<file path="config.mk">
export PLATFORM = sky130hd
export DESIGN_NAME = touch_swipe_gesture_classifier_flat
export DESIGN_NICKNAME = d
export VERILOG_FILES = /design/src/rtl/tsgc_pkg.sv /design/src/rtl/tsgc_in_if.sv /design/src/rtl/tsgc_out_if.sv /design/src/rtl/tsgc_cfg_if.sv /design/src/rtl/tsgc_ctrl.sv /design/src/rtl/tsgc_dp.sv /design/src/rtl/touch_swipe_gesture_classifier.sv /design/src/flat_wrapper.sv
export VERILOG_INCLUDE_DIRS = /design/src /design/src/rtl
export SDC_FILE = /design/constraint.sdc
export NUM_CORES = 1
export LEC_CHECK = 0
export ABC_AREA = 1
export BUFFER_PORTS_ARGS = -buffer_cell sky130_fd_sc_hd__buf_4
export CORE_MARGIN = 3
export CORE_UTILIZATION = 65
export CTS_CLUSTER_DIAMETER = 80
export CTS_CLUSTER_SIZE = 28
export DETAILED_ROUTE_END_ITERATION = 8
export PLACE_DENSITY_LB_ADDON = 0.08
export SLEW_MARGIN = 20
export SYNTH_ARGS = -nofsm -noshare
export SYNTH_HDL_FRONTEND = slang
export SYNTH_SLANG_ARGS = --single-unit
</file>
<file path="constraint.sdc">
create_clock -name clk -period 10.4 [get_ports clk]
set_input_delay 0.52 -clock clk [delete_from_list [all_inputs] [get_ports clk]]
set_output_delay 0.52 -clock clk [all_outputs]
set_load 0.005 [all_outputs]
</file>
<file path="src/rtl/touch_swipe_gesture_classifier_macros.svh">
// ----------------------------------------------------------------------------
// touch_swipe_gesture_classifier assertion macros
// shared concurrent assertion helpers, clocked on clk, disabled in reset
// ----------------------------------------------------------------------------
`ifndef TOUCH_SWIPE_GESTURE_CLASSIFIER_MACROS_SVH
`define TOUCH_SWIPE_GESTURE_CLASSIFIER_MACROS_SVH

// same-cycle implication
`define TSGC_ASSERT_IMP(label, ante, cons, msg) \
  label: assert property (@(posedge clk) disable iff (!rst_n) (ante) |-> (cons)) \
    else $error(msg);

// next-cycle implication
`define TSGC_ASSERT_NXT(label, ante, cons, msg) \
  label: assert property (@(posedge clk) disable iff (!rst_n) (ante) |=> (cons)) \
    else $error(msg);

`endif

</file>
<file path="src/rtl/tsgc_pkg.sv">
// ----------------------------------------------------------------------------
// tsgc_pkg
// shared types, widths and reset values for the swipe gesture classifier
// ----------------------------------------------------------------------------
`timescale 1ns / 1ps

package tsgc_pkg;

  localparam int COORD_WIDTH_DEF = 11;
  localparam int CFG8_W          = 8;
  localparam int SW_W            = 12;
  localparam int OFFSET_W        = 16;
  localparam int NUM_W           = OFFSET_W + 1;
  localparam int DIV_W           = OFFSET_W;
  localparam int DIV_CNT_W       = $clog2(DIV_W);
  localparam int CFG_IDX_W       = 4;
  localparam int CFG_DATA_W      = SW_W;

  localparam logic [CFG8_W-1:0] MOVE_THRESHOLD_RST  = 8'd12;
  localparam logic [CFG8_W-1:0] HOME_SWIPE_DIST_RST = 8'd40;
  localparam logic [CFG8_W-1:0] BACK_SWIPE_DIST_RST = 8'd48;
  localparam logic [SW_W-1:0]   SCREEN_WIDTH_RST    = 12'd320;

  typedef enum logic [1:0] {
    ACT_NONE  = 2'd0,
    ACT_RIGHT = 2'd1,
    ACT_LEFT  = 2'd2,
    ACT_BACK  = 2'd3
  } action_t;

  typedef enum logic [CFG_IDX_W-1:0] {
    REG_MOVE_THRESHOLD  = 4'd0,
    REG_HOME_SWIPE_DIST = 4'd1,
    REG_BACK_SWIPE_DIST = 4'd2,
    REG_ROW_HEIGHT      = 4'd3,
    REG_MAX_ROW         = 4'd4,
    REG_MIRROR_ENABLE   = 4'd5,
    REG_SCREEN_WIDTH    = 4'd6,
    REG_TRACK_BOUND     = 4'd7
  } cfg_idx_t;

  typedef enum logic [2:0] {
    ST_IDLE = 3'b001,
    ST_DIV  = 3'b010,
    ST_PUSH = 3'b100
  } state_t;

  typedef struct packed {
    logic capture;
    logic div_step;
    logic push;
  } tsgc_cmd_t;

  typedef struct packed {
    logic need_div;
  } tsgc_sts_t;

endpackage

</file>
<file path="src/rtl/tsgc_in_if.sv">
// ----------------------------------------------------------------------------
// tsgc_in_if
// touch sample request channel
// ----------------------------------------------------------------------------
`timescale 1ns / 1ps

interface tsgc_in_if #(
  parameter int COORD_WIDTH = tsgc_pkg::COORD_WIDTH_DEF
);
  logic                            valid;
  logic                            ready;
  logic                            pressed;
  logic [COORD_WIDTH-1:0]          touch_x;
  logic [COORD_WIDTH-1:0]          touch_y;
  logic                            on_home;
  logic                            input_blocked;
  logic signed [tsgc_pkg::OFFSET_W-1:0] scroll_offset;

  modport source (
    output valid, pressed, touch_x, touch_y, on_home, input_blocked, scroll_offset,
    input  ready
  );
  modport sink (
    input  valid, pressed, touch_x, touch_y, on_home, input_blocked, scroll_offset,
    output ready
  );
endinterface

</file>
<file path="src/rtl/tsgc_out_if.sv">
// ----------------------------------------------------------------------------
// tsgc_out_if
// gesture result request channel
// ----------------------------------------------------------------------------
`timescale 1ns / 1ps

interface tsgc_out_if;
  logic                          valid;
  logic                          ready;
  logic [1:0]                    action;
  logic                          row_valid;
  logic [tsgc_pkg::CFG8_W-1:0]   scroll_row;

  modport source (
    output valid, action, row_valid, scroll_row,
    input  ready
  );
  modport sink (
    input  valid, action, row_valid, scroll_row,
    output ready
  );
endinterface

</file>
<file path="src/rtl/tsgc_cfg_if.sv">
// ----------------------------------------------------------------------------
// tsgc_cfg_if
// configuration register write channel
// ----------------------------------------------------------------------------
`timescale 1ns / 1ps

interface tsgc_cfg_if;
  logic                              valid;
  logic                              ready;
  logic [tsgc_pkg::CFG_IDX_W-1:0]    index;
  logic [tsgc_pkg::CFG_DATA_W-1:0]   data;

  modport source (
    output valid, index, data,
    input  ready
  );
  modport sink (
    input  valid, index, data,
    output ready
  );
endinterface

</file>
<file path="src/rtl/tsgc_ctrl.sv">
// ----------------------------------------------------------------------------
// tsgc_ctrl
// sequencer: sample capture, divider steps and result hand-off
// ----------------------------------------------------------------------------
`timescale 1ns / 1ps

module tsgc_ctrl (
  input  logic                clk,
  input  logic                rst_n,
  input  logic                in_valid,
  output logic                in_ready,
  output logic                out_valid,
  input  logic                out_ready,
  input  tsgc_pkg::tsgc_sts_t sts,
  output tsgc_pkg::tsgc_cmd_t cmd,
  output tsgc_pkg::state_t    state
);

  tsgc_pkg::state_t                 state_r, state_nxt;
  logic [tsgc_pkg::DIV_CNT_W-1:0]   cnt_r, cnt_nxt;
  logic                             out_valid_r, out_valid_nxt;

  always_comb begin
    state_nxt     = state_r;
    cnt_nxt       = cnt_r;
    cmd           = '0;
    in_ready      = 1'b0;
    out_valid_nxt = out_valid_r && !out_ready;
    case (state_r)
      tsgc_pkg::ST_IDLE: begin
        in_ready = 1'b1;
        if (in_valid) begin
          cmd.capture = 1'b1;
          state_nxt   = sts.need_div ? tsgc_pkg::ST_DIV : tsgc_pkg::ST_PUSH;
          cnt_nxt     = '0;
        end
      end
      tsgc_pkg::ST_DIV: begin
        cmd.div_step = 1'b1;
        cnt_nxt      = cnt_r + 1'b1;
        if (cnt_r == tsgc_pkg::DIV_CNT_W'(tsgc_pkg::DIV_W - 1)) begin
          state_nxt = tsgc_pkg::ST_PUSH;
        end
      end
      tsgc_pkg::ST_PUSH: begin
        if (!out_valid_r || out_ready) begin
          cmd.push      = 1'b1;
          out_valid_nxt = 1'b1;
          state_nxt     = tsgc_pkg::ST_IDLE;
        end
      end
      default: begin
        state_nxt = tsgc_pkg::ST_IDLE;
      end
    endcase
  end

  always_ff @(posedge clk) begin
    if (!rst_n) begin
      state_r     <= tsgc_pkg::ST_IDLE;
      cnt_r       <= '0;
      out_valid_r <= 1'b0;
    end else begin
      state_r     <= state_nxt;
      cnt_r       <= cnt_nxt;
      out_valid_r <= out_valid_nxt;
    end
  end

  assign out_valid = out_valid_r;
  assign state     = state_r;

endmodule

</file>
<file path="src/rtl/tsgc_dp.sv">
// ----------------------------------------------------------------------------
// tsgc_dp
// touch tracking state, gesture classification, row divider, result register
// ----------------------------------------------------------------------------
`timescale 1ns / 1ps

module tsgc_dp #(
  parameter int COORD_WIDTH = tsgc_pkg::COORD_WIDTH_DEF
) (
  input  logic                                 clk,
  input  logic                                 rst_n,
  input  tsgc_pkg::tsgc_cmd_t                  cmd,
  output tsgc_pkg::tsgc_sts_t                  sts,
  input  logic                                 cfg_we,
  input  logic [tsgc_pkg::CFG_IDX_W-1:0]       cfg_index,
  input  logic [tsgc_pkg::CFG_DATA_W-1:0]      cfg_data,
  input  logic                                 pressed,
  input  logic [COORD_WIDTH-1:0]               touch_x,
  input  logic [COORD_WIDTH-1:0]               touch_y,
  input  logic                                 on_home,
  input  logic                                 input_blocked,
  input  logic signed [tsgc_pkg::OFFSET_W-1:0] scroll_offset,
  output logic [1:0]                           action,
  output logic                                 row_valid,
  output logic [tsgc_pkg::CFG8_W-1:0]          scroll_row,
  output logic [tsgc_pkg::CFG8_W-1:0]          max_row
);

  localparam int CW   = COORD_WIDTH;
  localparam int W8   = tsgc_pkg::CFG8_W;
  localparam int SW   = tsgc_pkg::SW_W;
  localparam int MW   = ((CW > SW) ? CW : SW) + 2;
  localparam int DW   = tsgc_pkg::DIV_W;
  localparam int NW   = tsgc_pkg::NUM_W;
  localparam logic [MW-1:0] MASK_M = MW'((1 << CW) - 1);

  // configuration
  logic [W8-1:0] move_thr_r, home_dist_r, back_dist_r, row_h_r, max_row_r;
  logic          mirror_r, track_r;
  logic [SW-1:0] screen_w_r;

  always_ff @(posedge clk) begin
    if (!rst_n) begin
      move_thr_r  <= tsgc_pkg::MOVE_THRESHOLD_RST;
      home_dist_r <= tsgc_pkg::HOME_SWIPE_DIST_RST;
      back_dist_r <= tsgc_pkg::BACK_SWIPE_DIST_RST;
      row_h_r     <= '0;
      max_row_r   <= '0;
      mirror_r    <= 1'b0;
      screen_w_r  <= tsgc_pkg::SCREEN_WIDTH_RST;
      track_r     <= 1'b0;
    end else if (cfg_we) begin
      case (cfg_index)
        tsgc_pkg::REG_MOVE_THRESHOLD:  move_thr_r  <= cfg_data[W8-1:0];
        tsgc_pkg::REG_HOME_SWIPE_DIST: home_dist_r <= cfg_data[W8-1:0];
        tsgc_pkg::REG_BACK_SWIPE_DIST: back_dist_r <= cfg_data[W8-1:0];
        tsgc_pkg::REG_ROW_HEIGHT:      row_h_r     <= cfg_data[W8-1:0];
        tsgc_pkg::REG_MAX_ROW:         max_row_r   <= cfg_data[W8-1:0];
        tsgc_pkg::REG_MIRROR_ENABLE:   mirror_r    <= cfg_data[0];
        tsgc_pkg::REG_SCREEN_WIDTH:    screen_w_r  <= cfg_data[SW-1:0];
        tsgc_pkg::REG_TRACK_BOUND:     track_r     <= cfg_data[0];
        default: ;
      endcase
    end
  end

  // tracking state
  logic          active_r, active_nxt;
  logic          moved_r, moved_nxt;
  logic [CW-1:0] start_x_r, start_x_nxt, start_y_r, start_y_nxt;
  logic [CW-1:0] prev_x_r, prev_x_nxt, prev_y_r, prev_y_nxt;

  // pending result and divider
  tsgc_pkg::action_t act_r, act_nxt;
  logic              rv_r, rv_nxt;
  logic [W8-1:0]     rem_r, rem_nxt;
  logic [DW-1:0]     quo_r, quo_nxt;

  // result register
  logic [1:0]    out_act_r;
  logic          out_rv_r;
  logic [W8-1:0] out_row_r;

  logic signed [MW-1:0] mir_s;
  logic [CW-1:0]        x_m;
  logic signed [CW:0]   step_dx, step_dy, dx, dy, hd_s, bd_s;
  logic [CW-1:0]        abs_sx, abs_sy, ady;
  logic [CW:0]          step_sum;
  logic signed [NW-1:0] num;
  logic                 num_pos, row_en;
  logic [W8:0]          shifted;
  logic [W8+1:0]        trial;
  logic [W8-1:0]        row_clamped;

  // mirror with saturation
  always_comb begin
    mir_s = signed'(MW'(screen_w_r)) - signed'(MW'(1)) - signed'(MW'(touch_x));
    if (!mirror_r) begin
      x_m = touch_x;
    end else if (mir_s < 0) begin
      x_m = '0;
    end else if (mir_s > signed'(MASK_M)) begin
      x_m = MASK_M[CW-1:0];
    end else begin
      x_m = mir_s[CW-1:0];
    end
  end

  always_comb begin
    step_dx  = signed'({1'b0, x_m}) - signed'({1'b0, prev_x_r});
    step_dy  = signed'({1'b0, touch_y}) - signed'({1'b0, prev_y_r});
    abs_sx   = step_dx[CW] ? CW'(-step_dx) : step_dx[CW-1:0];
    abs_sy   = step_dy[CW] ? CW'(-step_dy) : step_dy[CW-1:0];
    step_sum = {1'b0, abs_sx} + {1'b0, abs_sy};
    dx       = signed'({1'b0, prev_x_r}) - signed'({1'b0, start_x_r});
    dy       = signed'({1'b0, prev_y_r}) - signed'({1'b0, start_y_r});
    ady      = dy[CW] ? CW'(-dy) : dy[CW-1:0];
    hd_s     = signed'((CW + 1)'(home_dist_r));
    bd_s     = signed'((CW + 1)'(back_dist_r));
    num      = signed'(NW'(scroll_offset)) + signed'(NW'(row_h_r[W8-1:1]));
    num_pos  = !num[NW-1] && (num != '0);
    row_en   = moved_r && track_r && (row_h_r != '0);
  end

  always_comb begin
    active_nxt  = active_r;
    moved_nxt   = moved_r;
    start_x_nxt = start_x_r;
    start_y_nxt = start_y_r;
    prev_x_nxt  = prev_x_r;
    prev_y_nxt  = prev_y_r;
    act_nxt     = act_r;
    rv_nxt      = rv_r;
    rem_nxt     = rem_r;
    quo_nxt     = quo_r;
    sts         = '0;
    shifted     = {rem_r, quo_r[DW-1]};
    trial       = {1'b0, shifted} - {2'b00, row_h_r};

    if (cmd.capture) begin
      act_nxt = tsgc_pkg::ACT_NONE;
      rv_nxt  = 1'b0;
      rem_nxt = '0;
      quo_nxt = '0;
      if (!input_blocked) begin
        if (pressed) begin
          if (!active_r) begin
            start_x_nxt = x_m;
            start_y_nxt = touch_y;
            active_nxt  = 1'b1;
            moved_nxt   = 1'b0;
          end else if (step_sum >= (CW + 1)'(move_thr_r)) begin
            moved_nxt = 1'b1;
          end
          prev_x_nxt = x_m;
          prev_y_nxt = touch_y;
        end else if (active_r) begin
          active_nxt = 1'b0;
          rv_nxt     = row_en;
          if (row_en && num_pos) begin
            sts.need_div = 1'b1;
            quo_nxt      = num[DW-1:0];
          end
          if (on_home && (dx > hd_s) && (ady < CW'(home_dist_r))) begin
            act_nxt = tsgc_pkg::ACT_RIGHT;
          end else if (on_home && (dx < -hd_s) && (ady < CW'(home_dist_r))) begin
            act_nxt = tsgc_pkg::ACT_LEFT;
          end else if (!moved_r && !on_home && (dx < -bd_s) &&
                       (ady < CW'(back_dist_r))) begin
            act_nxt = tsgc_pkg::ACT_BACK;
          end
        end
      end
    end else if (cmd.div_step) begin
      // restoring divide, one quotient bit per step
      if (!trial[W8+1]) begin
        rem_nxt = trial[W8-1:0];
        quo_nxt = {quo_r[DW-2:0], 1'b1};
      end else begin
        rem_nxt = shifted[W8-1:0];
        quo_nxt = {quo_r[DW-2:0], 1'b0};
      end
    end
  end

  assign row_clamped = (quo_r > DW'(max_row_r)) ? max_row_r : quo_r[W8-1:0];

  always_ff @(posedge clk) begin
    if (!rst_n) begin
      active_r  <= 1'b0;
      moved_r   <= 1'b0;
      start_x_r <= '0;
      start_y_r <= '0;
      prev_x_r  <= '0;
      prev_y_r  <= '0;
    end else begin
      active_r  <= active_nxt;
      moved_r   <= moved_nxt;
      start_x_r <= start_x_nxt;
      start_y_r <= start_y_nxt;
      prev_x_r  <= prev_x_nxt;
      prev_y_r  <= prev_y_nxt;
    end
  end

  always_ff @(posedge clk) begin
    act_r <= act_nxt;
    rv_r  <= rv_nxt;
    rem_r <= rem_nxt;
    quo_r <= quo_nxt;
    if (cmd.push) begin
      out_act_r <= act_r;
      out_rv_r  <= rv_r;
      out_row_r <= row_clamped;
    end
  end

  assign action     = out_act_r;
  assign row_valid  = out_rv_r;
  assign scroll_row = out_row_r;
  assign max_row    = max_row_r;

endmodule

</file>
<file path="src/rtl/touch_swipe_gesture_classifier.sv">
// ----------------------------------------------------------------------------
// touch_swipe_gesture_classifier
// classifies polled touch samples into home swipes, back gestures and scroll rows
// ----------------------------------------------------------------------------
// One sample is handled at a time and every sample gives one result. A press,
// hold, blocked sample or release without a divide goes from idle to the push
// state, which loads the result register and frees the input; a release that
// yields a scroll row with a positive numerator first passes the divide state,
// where the 16-step restoring divider forms the row index. A result still held
// by the output side delays the next load until it is taken. The next sample is
// taken as soon as the result is loaded, even while that result still waits on
// the output side. Config writes are always accepted.
`timescale 1ns / 1ps

`include "touch_swipe_gesture_classifier_macros.svh"

module touch_swipe_gesture_classifier #(
  parameter int COORD_WIDTH = tsgc_pkg::COORD_WIDTH_DEF
) (
  input  logic       clk,
  input  logic       rst_n,
  tsgc_in_if.sink    in_chan,
  tsgc_out_if.source out_chan,
  tsgc_cfg_if.sink   cfg_chan
);

  tsgc_pkg::tsgc_cmd_t         cmd;
  tsgc_pkg::tsgc_sts_t         sts;
  tsgc_pkg::state_t            state;
  logic [tsgc_pkg::CFG8_W-1:0] max_row;

  assign cfg_chan.ready = 1'b1;

  tsgc_ctrl u_ctrl (
    .clk       (clk),
    .rst_n     (rst_n),
    .in_valid  (in_chan.valid),
    .in_ready  (in_chan.ready),
    .out_valid (out_chan.valid),
    .out_ready (out_chan.ready),
    .sts       (sts),
    .cmd       (cmd),
    .state     (state)
  );

  tsgc_dp #(
    .COORD_WIDTH (COORD_WIDTH)
  ) u_dp (
    .clk           (clk),
    .rst_n         (rst_n),
    .cmd           (cmd),
    .sts           (sts),
    .cfg_we        (cfg_chan.valid),
    .cfg_index     (cfg_chan.index),
    .cfg_data      (cfg_chan.data),
    .pressed       (in_chan.pressed),
    .touch_x       (in_chan.touch_x),
    .touch_y       (in_chan.touch_y),
    .on_home       (in_chan.on_home),
    .input_blocked (in_chan.input_blocked),
    .scroll_offset (in_chan.scroll_offset),
    .action        (out_chan.action),
    .row_valid     (out_chan.row_valid),
    .scroll_row    (out_chan.scroll_row),
    .max_row       (max_row)
  );

  // assertions
  `TSGC_ASSERT_NXT(a_busy_after_request, in_chan.valid && in_chan.ready, !in_chan.ready, "sample taken while busy")
  `TSGC_ASSERT_IMP(a_ready_only_idle, in_chan.ready, state == tsgc_pkg::ST_IDLE, "ready outside idle")
  `TSGC_ASSERT_IMP(a_back_no_row, out_chan.valid && (out_chan.action == tsgc_pkg::ACT_BACK), !out_chan.row_valid, "back gesture with scroll row")
  `TSGC_ASSERT_IMP(a_row_clamped, out_chan.valid && out_chan.row_valid, out_chan.scroll_row <= max_row, "scroll row above max")

endmodule

</file>
<file path="src/flat_wrapper.sv">
// flat-port wrapper written by rule: the top's interface ports become plain ports
module touch_swipe_gesture_classifier_flat 
#(
  parameter int COORD_WIDTH = tsgc_pkg::COORD_WIDTH_DEF
)
  (clk, rst_n, in_chan_valid, in_chan_pressed, in_chan_touch_x, in_chan_touch_y, in_chan_on_home, in_chan_input_blocked, in_chan_scroll_offset, in_chan_ready, out_chan_valid, out_chan_action, out_chan_row_valid, out_chan_scroll_row, out_chan_ready, cfg_chan_valid, cfg_chan_index, cfg_chan_data, cfg_chan_ready);
  tsgc_in_if #(.COORD_WIDTH(COORD_WIDTH)) in_chan_i ();
  tsgc_out_if out_chan_i ();
  tsgc_cfg_if cfg_chan_i ();
  input  logic clk;
  input  logic rst_n;
  input wire logic [$bits(in_chan_i.valid)-1:0] in_chan_valid;
  input wire logic [$bits(in_chan_i.pressed)-1:0] in_chan_pressed;
  input wire logic [$bits(in_chan_i.touch_x)-1:0] in_chan_touch_x;
  input wire logic [$bits(in_chan_i.touch_y)-1:0] in_chan_touch_y;
  input wire logic [$bits(in_chan_i.on_home)-1:0] in_chan_on_home;
  input wire logic [$bits(in_chan_i.input_blocked)-1:0] in_chan_input_blocked;
  input wire logic [$bits(in_chan_i.scroll_offset)-1:0] in_chan_scroll_offset;
  output wire logic [$bits(in_chan_i.ready)-1:0] in_chan_ready;
  output wire logic [$bits(out_chan_i.valid)-1:0] out_chan_valid;
  output wire logic [$bits(out_chan_i.action)-1:0] out_chan_action;
  output wire logic [$bits(out_chan_i.row_valid)-1:0] out_chan_row_valid;
  output wire logic [$bits(out_chan_i.scroll_row)-1:0] out_chan_scroll_row;
  input wire logic [$bits(out_chan_i.ready)-1:0] out_chan_ready;
  input wire logic [$bits(cfg_chan_i.valid)-1:0] cfg_chan_valid;
  input wire logic [$bits(cfg_chan_i.index)-1:0] cfg_chan_index;
  input wire logic [$bits(cfg_chan_i.data)-1:0] cfg_chan_data;
  output wire logic [$bits(cfg_chan_i.ready)-1:0] cfg_chan_ready;
  assign in_chan_i.valid = in_chan_valid;
  assign in_chan_i.pressed = in_chan_pressed;
  assign in_chan_i.touch_x = in_chan_touch_x;
  assign in_chan_i.touch_y = in_chan_touch_y;
  assign in_chan_i.on_home = in_chan_on_home;
  assign in_chan_i.input_blocked = in_chan_input_blocked;
  assign in_chan_i.scroll_offset = in_chan_scroll_offset;
  assign in_chan_ready = in_chan_i.ready;
  assign out_chan_valid = out_chan_i.valid;
  assign out_chan_action = out_chan_i.action;
  assign out_chan_row_valid = out_chan_i.row_valid;
  assign out_chan_scroll_row = out_chan_i.scroll_row;
  assign out_chan_i.ready = out_chan_ready;
  assign cfg_chan_i.valid = cfg_chan_valid;
  assign cfg_chan_i.index = cfg_chan_index;
  assign cfg_chan_i.data = cfg_chan_data;
  assign cfg_chan_ready = cfg_chan_i.ready;
  touch_swipe_gesture_classifier #(.COORD_WIDTH(COORD_WIDTH)) u_core (.clk(clk), .rst_n(rst_n), .in_chan(in_chan_i), .out_chan(out_chan_i), .cfg_chan(cfg_chan_i));
endmodule
</file>
After elaboration in Yosys (flattened, before gate mapping):

Cells that the tools add are included.

* flip-flop bits (word level): 146
* input port bits: 62
* output and inout bits: 14
* word-level logic and storage cells: 146

* $add $sub $neg: 15
* order comparisons: 9
* eq/ne operators: 15
* mux-type cells: 41
* bitwise logic cells: 2
* reductions and logical operators: 39

Operators by type and width (count)
* two-way mux 16 bit: 6
* two-way mux 11 bit: 6
* subtractor 11 x 11 -> 12 bit: 4
* negator 11 bit: 3
* < comparator 12 bit: 2
* negator 8 -> 12 bit: 2
* < comparator 11 x 8 -> 1 bit: 2
* AND reduction 2 bit: 10
* two-way mux 1 bit: 18
* adder 16 x 8 -> 17 bit: 1
* nonzero test 17 bit: 1
* equality test 4 x 3 -> 1 bit (second input constant): 4
* greater-than comparator 16 x 8 -> 1 bit: 1
* two-way mux 8 bit: 2
* greater-than comparator 14 x 12 -> 1 bit (second input constant): 1
* < comparator 14 x 1 -> 1 bit (second input constant): 1
* subtractor 13 x 12 -> 14 bit: 1
* subtractor 12 x 1 -> 13 bit (second input constant): 1
* adder 11 x 11 -> 12 bit: 1
* greater-or-equal comparator 12 x 8 -> 1 bit: 1
* greater-than comparator 12 x 9 -> 1 bit: 1
* logical AND 1 bit: 12
* two-way mux 3 bit: 4
* subtractor 9 x 8 -> 10 bit: 1
* 23 further kinds: 35

Longest topological paths before layout:

Gate-level depths: netlist (run 1).

* depth in word-level cells: 13
* depth in mapped cells: 47
* gate-level depth less buffers: 46

Hierarchy:

From an unflattened synthesis (run 1), not the netlist that was laid out.

* cell total of the unflattened synthesis: 1792
* area, all modules: 12408.2 um2

By module, submodules not included
* tsgc_dp: instances 1, cells each 1724, area an instance 11933.9 um2, sequential area each 3062.9 um2
* tsgc_ctrl: instances 1, cells each 66, area an instance 462.9 um2, sequential area each 160.2 um2
* touch_swipe_gesture_classifier: instances 1, cells each 2, area an instance 11.3 um2, sequential area each 0.0 um2

Worst setup path after synthesis (run 1):

OpenSTA, ideal clock, no wires.

* kind: flip-flop to flip-flop
* start: register u_core.u_dp.screen_w_r[0]
* end: register u_core.u_dp.moved_r
* library setup time: 0.114 ns
* data arrival time: 5.993 ns
* required time: 10.286 ns
* setup slack: 4.294 ns
* stages on the path, launching flop included: 47
* buffers on the path: 1
* period minus slack after synthesis: 6.106 ns
* path through: dfxtp_1 -> inv_1 -> ha_1 -> nand3_1 -> nor3_2 -> nand2_1 -> nor3_1 -> xor2_1 -> ha_1 -> a21o_1 -> a31oi_1 -> o211ai_1 -> or2_1 -> nand2_2 -> nor2_1 -> o22ai_2 -> inv_1 -> ha_1 -> (+11 left out) -> o21ai_0 -> inv_1 -> ha_1 -> a21oi_1 -> nand2_1 -> nand3_1 -> nand2_1 -> nand3_1 -> nand2_1 -> xnor2_1 -> inv_1 -> ha_1 -> nor4_1 -> nand3_1 -> a21oi_1 -> nand3_1 -> a21oi_1 -> nor2_1

* word-level cells in the longest chain between the ends: 13
* elaborated cells on any way between the ends: 14
* classes of those cells: add/sub (5); order compare (3); eq/ne (1); mux (4); reduce/logical (1)

Ends and longest elaborated chain
* from (decl): RTL line tsgc_dp.sv:40 `logic [SW-1:0] screen_w_r;`
* from (signal assigned): RTL line tsgc_dp.sv:50 `screen_w_r <= tsgc_pkg::SCREEN_WIDTH_RST;`
* from (signal assigned): RTL line tsgc_dp.sv:60 `tsgc_pkg::REG_SCREEN_WIDTH: screen_w_r <= cfg_data[SW-1:0];`
* subtractor 12 x 1 -> 13 bit *: RTL line tsgc_dp.sv:97 `mir_s = signed'(MW'(screen_w_r)) - signed'(MW'(1)) - signed'(MW'(touch_x));`
* subtractor 13 x 12 -> 14 bit *: RTL line tsgc_dp.sv:97
* greater-than comparator 14 x 12 -> 1 bit: RTL line tsgc_dp.sv:102 `end else if (mir_s > signed'(MASK_M)) begin`
* two-way mux 11 bit: RTL line tsgc_dp.sv:102
* two-way mux 11 bit *: RTL line tsgc_dp.sv:100 `end else if (mir_s < 0) begin`
* two-way mux 11 bit *: RTL line tsgc_dp.sv:98 `if (!mirror_r) begin`
* net u_core.u_dp.x_m[2]: RTL line tsgc_dp.sv:85 `logic [CW-1:0] x_m;`
* subtractor 11 x 11 -> 12 bit *: RTL line tsgc_dp.sv:110 `step_dx = signed'({1'b0, x_m}) - signed'({1'b0, prev_x_r});`
* negator 11 bit: RTL line tsgc_dp.sv:112 `abs_sx = step_dx[CW] ? CW'(-step_dx) : step_dx[CW-1:0];`
* two-way mux 11 bit *: RTL line tsgc_dp.sv:112
* adder 11 x 11 -> 12 bit *: RTL line tsgc_dp.sv:114 `step_sum = {1'b0, abs_sx} + {1'b0, abs_sy};`
* greater-or-equal comparator 12 x 8 -> 1 bit *: RTL line tsgc_dp.sv:152 `end else if (step_sum >= (CW + 1)'(move_thr_r)) begin`
* != test 2 x 1 -> 1 bit (no source line) *
* AND reduction 4 bit (no source line) *
* to (signal assigned): RTL line tsgc_dp.sv:198 `moved_r <= moved_nxt;`
* to (decl): RTL line tsgc_dp.sv:69 `logic moved_r, moved_nxt;`

The timed path passes the listed nets; every way through them passes the cells marked *.
A chain may end at the register's enable or synchronous reset.

Final worst setup path (run 1):

Same ends and word-level chain as after synthesis.

==> results of run 1 <==
[layer usage]
layer  part of all wire  track usage  vias up
li1                   -            -     5885
met5                  0            0        -
met4              0.023       0.0750        0
met2               0.46        0.504      321
met3              0.067       0.0519       49
met1               0.45        0.390     5265
[logic make-up after synthesis]
kind of cell,count (synthesis),share of synthesized area
flops,146,0.265
fa+ha+maj,157,0.166
buf+inv,323,0.102
compound gates,405,0.185
other cells,1,0.000308
xor+xnor,84,0.0617
simple gates,620,0.220
[where the power goes]
group	internal, uW	switching (uW)	leakage [uW]
Combinational	568	918	0.00502
Clock	420	260	0.000312
Sequential	655	40.0	0.00123
Total	1640	1220	0.00656
[worst paths after layout]
path                                  start                         to  slack [ps]  cells past startpoint
setup reg to reg  u_core.u_dp.screen_w_r[0]        u_core.u_dp.moved_r        3680                     45
hold reg to reg        u_core.u_dp.act_r[0]      u_core.u_dp.action[0]         420                      0
hold / removal             cfg_chan_data[9]  u_core.u_dp.screen_w_r[9]         320                      3
setup / recovery  u_core.u_dp.screen_w_r[0]        u_core.u_dp.moved_r        3680                     45
[flip-flops by register name (all words and copies together), names as in the netlist, 11 cells and up]
register	flops
u_core.u_dp.quo_r	16
u_core.u_dp.screen_w_r	12
u_core.u_dp.prev_x_r	11
u_core.u_dp.prev_y_r	11
u_core.u_dp.start_x_r	11
u_core.u_dp.start_y_r	11
[through the flow]
step | worst slack, ps | utilization | instances | area, um2 | total power (uW)
5_1_grt | 2840 | 0.745 | 2039 | 13500 | 3120
6_report | 3680 | 0.745 | 2039 | 13500 | 2860
4_1_cts | 3700 | 0.745 | 2039 | 13500 | 2850
3_5_place_dp | 3710 | 0.709 | 2007 | 12900 | 2150
3_3_place_gp | 3930 | 0.709 | 2007 | 12900 | 2100
2_1_floorplan | 4290 | - | 1736 | 12200 | 1830
[worst max-delay path, delay by kind of cell, from the launching register on]
family                     cells  cell delay (ps)
AOI/OAI and AO/OA             13             2010
xor gates and xnor gates       2              320
adders and majority gates      5             1340
buffers and inverters          4              280
DFF                            1              350
and+or+nand+nor               21             2320
[cells in the mapped netlist, drive strengths merged]
master	n	area [um2]
ha	149	1860
o21a	2	15.0
o22ai	12	125
clkbuf	23	86.3
a21boi	6	45.1
buf	12	72.6
xor2	59	532
a221oi	1	8.76
o211ai	10	75.1
nor4	5	31.3
nand3	93	470
nor3	27	168
a211oi	2	15.0
fa	8	160
o21bai	10	75.1
a31oi	6	37.5
nand2	340	1290
xnor2	25	219
dfxtp	116	2320
nand4	26	163
o211a	1	10.0
or2	2	12.5
a21o	8	60.1
and3	1	6.26
o21ai	166	842
inv	288	1080
a21oi	177	901
nor2	120	492
edfxtp	30	901
nand3b	6	45.0
o2111ai	4	35.0
conb	1	3.75
[area by class of cell]
| type | count | area [um2] | area share |
|---|---|---|---|
| multi-input combinational | 1267 | 7700 | 0.570 |
| sequential | 146 | 3220 | 0.238 |
| inverter | 288 | 1080 | 0.0800 |
| timing repair buffer | 77 | 578 | 0.0428 |
| clock buffer | 18 | 450 | 0.0333 |
| tap | 229 | 287 | 0.0212 |
| clock inverter | 14 | 199 | 0.0147 |
==> flow_summary_export.csv, run 1 <==
group,metric,value,unit
global_route,grt_pass1_wl,49.2,mm
route,drt_iter0_markers,847,
sta,fin_skew,9.05,ps
setup_path,timing_worst_setup_path_type,"flop to flop",
floorplanning,die_area,0.0204,mm2
sta,hold_viol,0,
sta,finalSetupTns,0,ps
global_route,overflow,0,
setup_path,path_common_cell,"nand2_1",
route,dr.pass1.iters,5,
sta,fin_crit_sh,0.646,
route,ant_nets,0,
floorplanning,fp.dieH,143,um
setup_path,critPathMaxFanout,17,
route,vias,11520,
yosys,syn_nets,1955,
floorplanning,core_area,0.0181,mm2
setup_path,cp_data_arrival_time,7050,ps
route,remaining_drc_errors,0,
clock_tree,clock_latency,430,ps
yosys,ys.warnings.count,0,
yosys,yosysSeqAreaShare,0.265,
setup_path,critical-path-slowest-cell,"dfxtp_1",
sta,tightest_slew,865,ps
route,viasPerCell,5.65,
yosys,synthCells,1736,
yosys,ys_types,51,
final_layout,diodes,0,
clock_tree,ctsLongestPathBuffers,2,
clock_tree,hold_buffers,0,
clock_tree,clockRootBuffer,"clkbuf_16",
final_layout,final_common_cell,"nand2_1",
clock_tree,postCtsSetupRepairBufs,0,
floorplanning,rows,49,
clock_tree,cts_buffers,17,
global_route,grt_pass1_vias,10621,
sta,relSlewSlack,0.423,
sta,min_period,6720,ps
setup_path,crit_required,10730,ps
clock_tree,cts_tree,"done",
setup_path,setup.worst_path.start_class,"flop",
clock_tree,cts_sinks,146,
min_path,hp-class,"input port to flop",
flow_run,maxCapViolations,0,
final_layout,fin_nets,2016,
final_layout,drive_above_1_share,0.0823,
floorplanning,start_util,0.670,
yosys,synth.avg_cell_area,7.01,um2
floorplanning,ioPinCount,76,
final_layout,synthToLayoutAreaGrowth,11.1,%
setup_path,max_stage_delay,350,ps
sta,finalMaxSlewViolations,0,
route,routedWlPerCell,14.8,um
power,ir_drop,0.164,mV
placement,portBuffers,74,
sta,timing.hold.ws,324,ps
route,routed_wl,30.1,mm
global_route,grt_max_degree,97,
final_layout,mostFrequentLayoutCells,"334 x nand2_1, 281 x inv_1, 175 x a21oi_1",
yosys,netlist_area,0.0122,mm2
setup_path,end_kind,"flop",
outcome,status,"finished clean",
clock_tree,cts_resized,0,
clock_tree,h-tree-depth,4,
placement,dp_hpwl,23.2,mm
power,p_leak,0.00656,uW
placement,gp_congestion,0.954,
global_route,track_usage,0.296,
power,cellPowerDensity,212,mW/mm2
clock_tree,clk_pin_slew,70,ps
floorplanning,die_w,143,um
yosys,ys_ff_latch,146,
sta,rsz0062_at_grt,"false",
sta,setup_viol,0,
global_route,antenna_found_initial,0,
final_layout,fillers,1488,
sta,fmax,149,MHz
No activity file was read; power rests on OpenSTA's default activity.
==> run 2: changes to the inputs <==
- CORE_UTILIZATION: 65 -> 63
- clock period: 10.4 -> 6.55 ns (I/O delays scaled with it)
==> flow_summary_export.csv, run 2 (synthesis gave the netlist of run 1 again) <==
group,metric,value,unit
global_route,grt_pass1_wl,49.5,mm
clock_tree,clk_pin_slew,70,ps
placement,gp_congestion,0.894,
final_layout,diodes,0,
global_route,grt_max_degree,96,
floorplanning,core_area,0.0188,mm2
flow_run,maxCapViolations,0,
clock_tree,cts_buffers,17,
global_route,use_met3,0.0478,
sta,tightest_slew,845,ps
clock_tree,ctsLongestPathBuffers,2,
floorplanning,fp.dieH,145,um
global_route,grt_pass1_vias,10703,
setup_path,setup.worst_path.start,"u_core.u_dp.screen_w_r[1]",
route,drt_iter0_markers,636,
final_layout,fillers,1512,
route,routedWlPerCell,15.0,um
global_route,antenna_found_initial,1,
sta,relSlewSlack,0.436,
global_route,overflow,0,
final_layout,post-route-util,0.738,
power,ir_drop,0.213,mV
power,p_leak,0.00664,uW
final_layout,drive_above_1_share,0.116,
setup_path,timing_worst_setup_path_type,"flop to flop",
min_path,hold_depth,3,
final_layout,final_area,0.0139,mm2
route,viasPerCell,5.55,
global_route,track_usage,0.283,
route,vias,11614,
setup_path,worstReg2RegStart,"u_core.u_dp.screen_w_r[1]",
sta,min_period,6260,ps
setup_path,max_stage_delay,360,ps
route,ant_nets,0,
sta,fmax,160,MHz
sta,hold_viol,0,
sta,fin_crit_sh,0.955,
min_path,min-delay-start,"cfg_chan_data[9]",
floorplanning,die_w,145,um
global_route,grt_busiest_layer,"met2",
final_layout,regMostFlops,"u_core.u_dp.quo_r",
sta,fin_skew,10.6,ps
global_route,use_met1,0.369,
setup_path,critical-path-slowest-cell,"dfxtp_4",
sta,setup_viol,0,
setup_path,setup.worst_path.start_class,"flop",
clock_tree,cts_sinks,146,
power,cellPowerDensity,323,mW/mm2
floorplanning,rows,50,
outcome,status,"finished clean",
route,routed_wl,31.3,mm
global_route,met2_usage,0.484,
setup_path,end_kind,"flop",
final_layout,largestRegisters,"u_core.u_dp.quo_r x16, u_core.u_dp.screen_w_r x12",
power,total_power,4480,uW
floorplanning,ioPinCount,76,
placement,portBuffers,74,
min_path,hp-class,"input port to flop",
final_layout,largest_reg_flops,16,
final_layout,fin_nets,2038,
clock_tree,clock_latency,430,ps
final_layout,final_common_cell,"nand2_1",
final_layout,synthToLayoutAreaGrowth,14.2,%
setup_path,r2r_cells,41,
clock_tree,clockRootBuffer,"clkbuf_16",
route,remaining_drc_errors,0,
setup_path,crit_required,6880,ps
sta,finalMaxSlewViolations,0,
floorplanning,die_area,0.0210,mm2
final_layout,mostFrequentLayoutCells,"330 x nand2_1, 275 x inv_1, 167 x a21oi_1",
floorplanning,start_util,0.646,
clock_tree,h-tree-depth,4,
clock_tree,cts_tree,"done",
route,dr.pass1.iters,5,
placement,place_area,0.0129,mm2
placement,dp_hpwl,23.7,mm
setup_path,critPathMaxFanout,11,
setup_path,cp_data_arrival_time,6590,ps
[run 2: layout make-up]
class,instances,area (um2),share of cell area
timing repair buffer,98,743,0.0535
clock buffer,17,425,0.0306
multi-input combinational,1268,7960,0.573
inverter,288,1090,0.0782
tap,260,325,0.0234
sequential,146,3230,0.233
clock inverter,15,121,0.00874
[run 2: stage by stage]
| step | setup TNS (ps) | hold slack (ps) | instances | setup slack [ps] |
|---|---|---|---|---|
| 6_report | 0 | 118 | 2092 | 292 |
| 5_1_grt | -128 | 140 | 2092 | -128 |
| 4_1_cts | 0 | 114 | 2077 | 5.73 |
| 3_5_place_dp | -122 | 405 | 2042 | -122 |
| 3_3_place_gp | 0 | 402 | 2042 | 125 |
| 2_1_floorplan | 0 | 400 | 1736 | 444 |
[run 2: final timing paths]
kind                                                   to  slack, ps
worst min-delay path            u_core.u_dp.screen_w_r[9]        120
worst max register to register        u_core.u_dp.moved_r        290
worst max-delay path                  u_core.u_dp.moved_r        290
worst min register to register      u_core.u_dp.action[0]        420
[run 2: routing by layer]
layer | wire length (um) | part of all wire
met1 | 13700 | 0.44
met2 | 14900 | 0.48
met3 | 1880 | 0.060
met4 | 830 | 0.026
met5 | 0 | 0
[run 2: what timing repair did]
item	in CTS	in global routing
cloned	0	1
buffers inserted	3	14
resized for setup	5	55
endpoints found under the setup margin	1	1
pin swaps	8	33
hold buffers	0	0
[run 2: worst max-delay path: cells and delay by family (launching register included)]
| kind | cells | cell delay (ps) |
|---|---|---|
| buf+inv | 4 | 440 |
| fa+ha+maj | 5 | 1210 |
| compound gates | 15 | 2250 |
| flops | 1 | 360 |
| xor+xnor | 2 | 350 |
| simple gates | 15 | 1560 |
[run 2: power by group]
part	switching (uW)	internal, uW
clock network	423	492
logic	1490	974
registers	64.3	1040
==> run 3: changes to the inputs <==
- CORE_MARGIN: 3 -> 8
- CORE_UTILIZATION: 63 -> 57
- clock period: 6.55 -> 5.2 ns (I/O delays scaled with it)
==> flow_summary_export.csv, run 3 (synthesis gave the netlist of run 1 again) <==
group,metric,value,unit
final_layout,mostFrequentLayoutCells,"330 x nand2_1, 275 x inv_1, 186 x buf_4",
sta,rsz0062_at_grt,"true",
outcome,violations,"negative setup slack",
power,p_leak,0.00709,uW
setup_path,ff2ff_setup_slack,-660,ps
clock_tree,clockRootBuffer,"clkbuf_16",
global_route,track_usage,0.250,
floorplanning,start_util,0.581,
setup_path,max_stage_delay,330,ps
setup_path,setup.worst_path.start,"u_core.u_dp.screen_w_r[0]",
sta,fmax,171,MHz
final_layout,regMostFlops,"u_core.u_dp.quo_r",
global_route,grt_pass1_vias,11564,
clock_tree,clock_latency,430,ps
route,ant_nets,0,
placement,place_area,0.0139,mm2
route,routed_wl,32.5,mm
floorplanning,fp.dieH,162,um
flow_run,maxCapViolations,0,
sta,relSlewSlack,0.344,
clock_tree,cts_tree,"done",
clock_tree,cts_buffers,17,
sta,fin_crit_sh,1.13,
route,vias,11911,
sta,finalSetupTns,-656,ps
power,seqPwrFrac,0.234,
power,p_int,3400,uW
power,total_power,5940,uW
setup_path,cp_data_arrival_time,6180,ps
min_path,hp-class,"input port to flop",
final_layout,post-route-util,0.699,
power,pwr-share-comb,0.554,
placement,gp_congestion,0.949,
sta,hold_viol,0,
sta,tightest_slew,984,ps
power,cellPowerDensity,405,mW/mm2
global_route,antenna_found_initial,0,
floorplanning,die_w,162,um
sta,setup_viol,1,
setup_path,setup.worst_path.start_class,"flop",
route,drt_iter0_markers,755,
final_layout,final_area,0.0146,mm2
global_route,overflow,0,
setup_path,end_kind,"flop",
setup_path,r2r_cells,45,
min_path,holdPathEnd,"u_core.u_dp.screen_w_r[8]",
sta,finalMaxSlewViolations,0,
placement,portBuffers,74,
power,ir_drop,0.328,mV
route,remaining_drc_errors,0,
placement,place_ws,-920,ps
final_layout,largest_reg_flops,16,
final_layout,diodes,0,
clock_tree,ctsLongestPathBuffers,2,
final_layout,synthToLayoutAreaGrowth,20.4,%
sta,worst_slack,-656,ps
sta,fin_skew,8.09,ps
min_path,hold_depth,3,
setup_path,timing_worst_setup_path_type,"flop to flop",
route,viasPerCell,5.42,
clock_tree,clk_pin_slew,70,ps
min_path,min-delay-start,"cfg_chan_data[8]",
floorplanning,ioPinCount,76,
setup_path,critical-path-slowest-cell,"ha_1",
floorplanning,die_area,0.0263,mm2
final_layout,fin_nets,2127,
setup_path,path_common_cell,"nand2_1",
sta,min_period,5860,ps
outcome,status,"finished with violations",
setup_path,worstReg2RegStart,"u_core.u_dp.screen_w_r[0]",
power,p_sw_frac,0.428,
route,routedWlPerCell,14.8,um
floorplanning,core_area,0.0210,mm2
clock_tree,cts_sinks,146,
power,p_sw,2540,uW
placement,dp_hpwl,25.2,mm
global_route,grt_max_degree,94,
floorplanning,rows,53,
final_layout,largestRegisters,"u_core.u_dp.quo_r x16, u_core.u_dp.screen_w_r x12",
setup_path,critPathMaxFanout,8,
final_layout,final_common_cell,"nand2_1",
setup_path,r2r_end,"u_core.u_dp.moved_r",
setup_path,crit_required,5520,ps
route,dr.pass1.iters,6,
clock_tree,h-tree-depth,4,
final_layout,drive_above_1_share,0.159,
global_route,grt_pass1_wl,54.3,mm
power,power_frac_clock,0.212,
[run 3: cell types whose count changed in the layout (fill, tap and decap cells not counted), sizes merged]
cell and delta:
a21oi +1, buf +89, bufinv +2, clkbuf +1
clkinvlp -5, inv +2, nand2 -1
[run 3: worst max path at each step]
stage	to	slack (ps)	cells after the start
2_1_floorplan	u_core.u_dp.moved_r	-570	45
3_3_place_gp	u_core.u_dp.moved_r	-720	39
3_5_place_dp	u_core.u_dp.moved_r	-920	40
4_1_cts	u_core.u_dp.moved_r	-580	44
5_1_grt	u_core.u_dp.moved_r	-1220	45
6_report	u_core.u_dp.moved_r	-660	45
[run 3: worst max-delay path: cells and delay by family, from the launching register on]
| kind | cells | cell delay, ps |
|---|---|---|
| xor gates and xnor gates | 2 | 280 |
| DFF | 1 | 320 |
| buffers and inverters | 7 | 660 |
| AOI/OAI and AO/OA | 11 | 1390 |
| adders and majority gates | 4 | 1000 |
| and+or+nand+nor | 21 | 2110 |
[run 3: per-stage QoR]
step | instances | hold slack (ps)
2_1_floorplan | 1736 | 386
3_3_place_gp | 2157 | 411
3_5_place_dp | 2157 | 417
4_1_cts | 2193 | 56.9
5_1_grt | 2196 | 65.3
6_report | 2196 | 63.2
[run 3: final cells by class]
type	instances	area [um2]
inverter	288	1080
multi-input combinational	1268	8000
timing repair buffer	187	1410
fill	1798	6310
sequential	146	3230
clock buffer	18	429
tap	275	344
clock inverter	14	166
[run 3: repair_timing]
item | CTS | global route
setup endpoints to repair | 1 | 1
hold buffers | 0 | 0
resized for setup | 22 | 9
cloned | 1 | 0
hold endpoints to repair | 0 | 0
pin swaps | 18 | 8
buffers inserted | 3 | 3
[run 3: power by group through the flow]
stage	registers, uW	logic [uW]	clock network (uW)
after floorplan	1390	2330	0
after global placement	1410	3070	0
after detailed placement	1410	3180	0
after CTS	1390	3260	1270
after global routing	1400	3770	1320
final	1390	3290	1260
[run 3: metal layers]
layer,GRT usage,up-vias,routed length (um)
met5,0,-,0
met2,0.427,334,15300
met1,0.315,5422,14500
met3,0.0468,57,1940
met4,0.0720,0,766
li1,-,6098,-
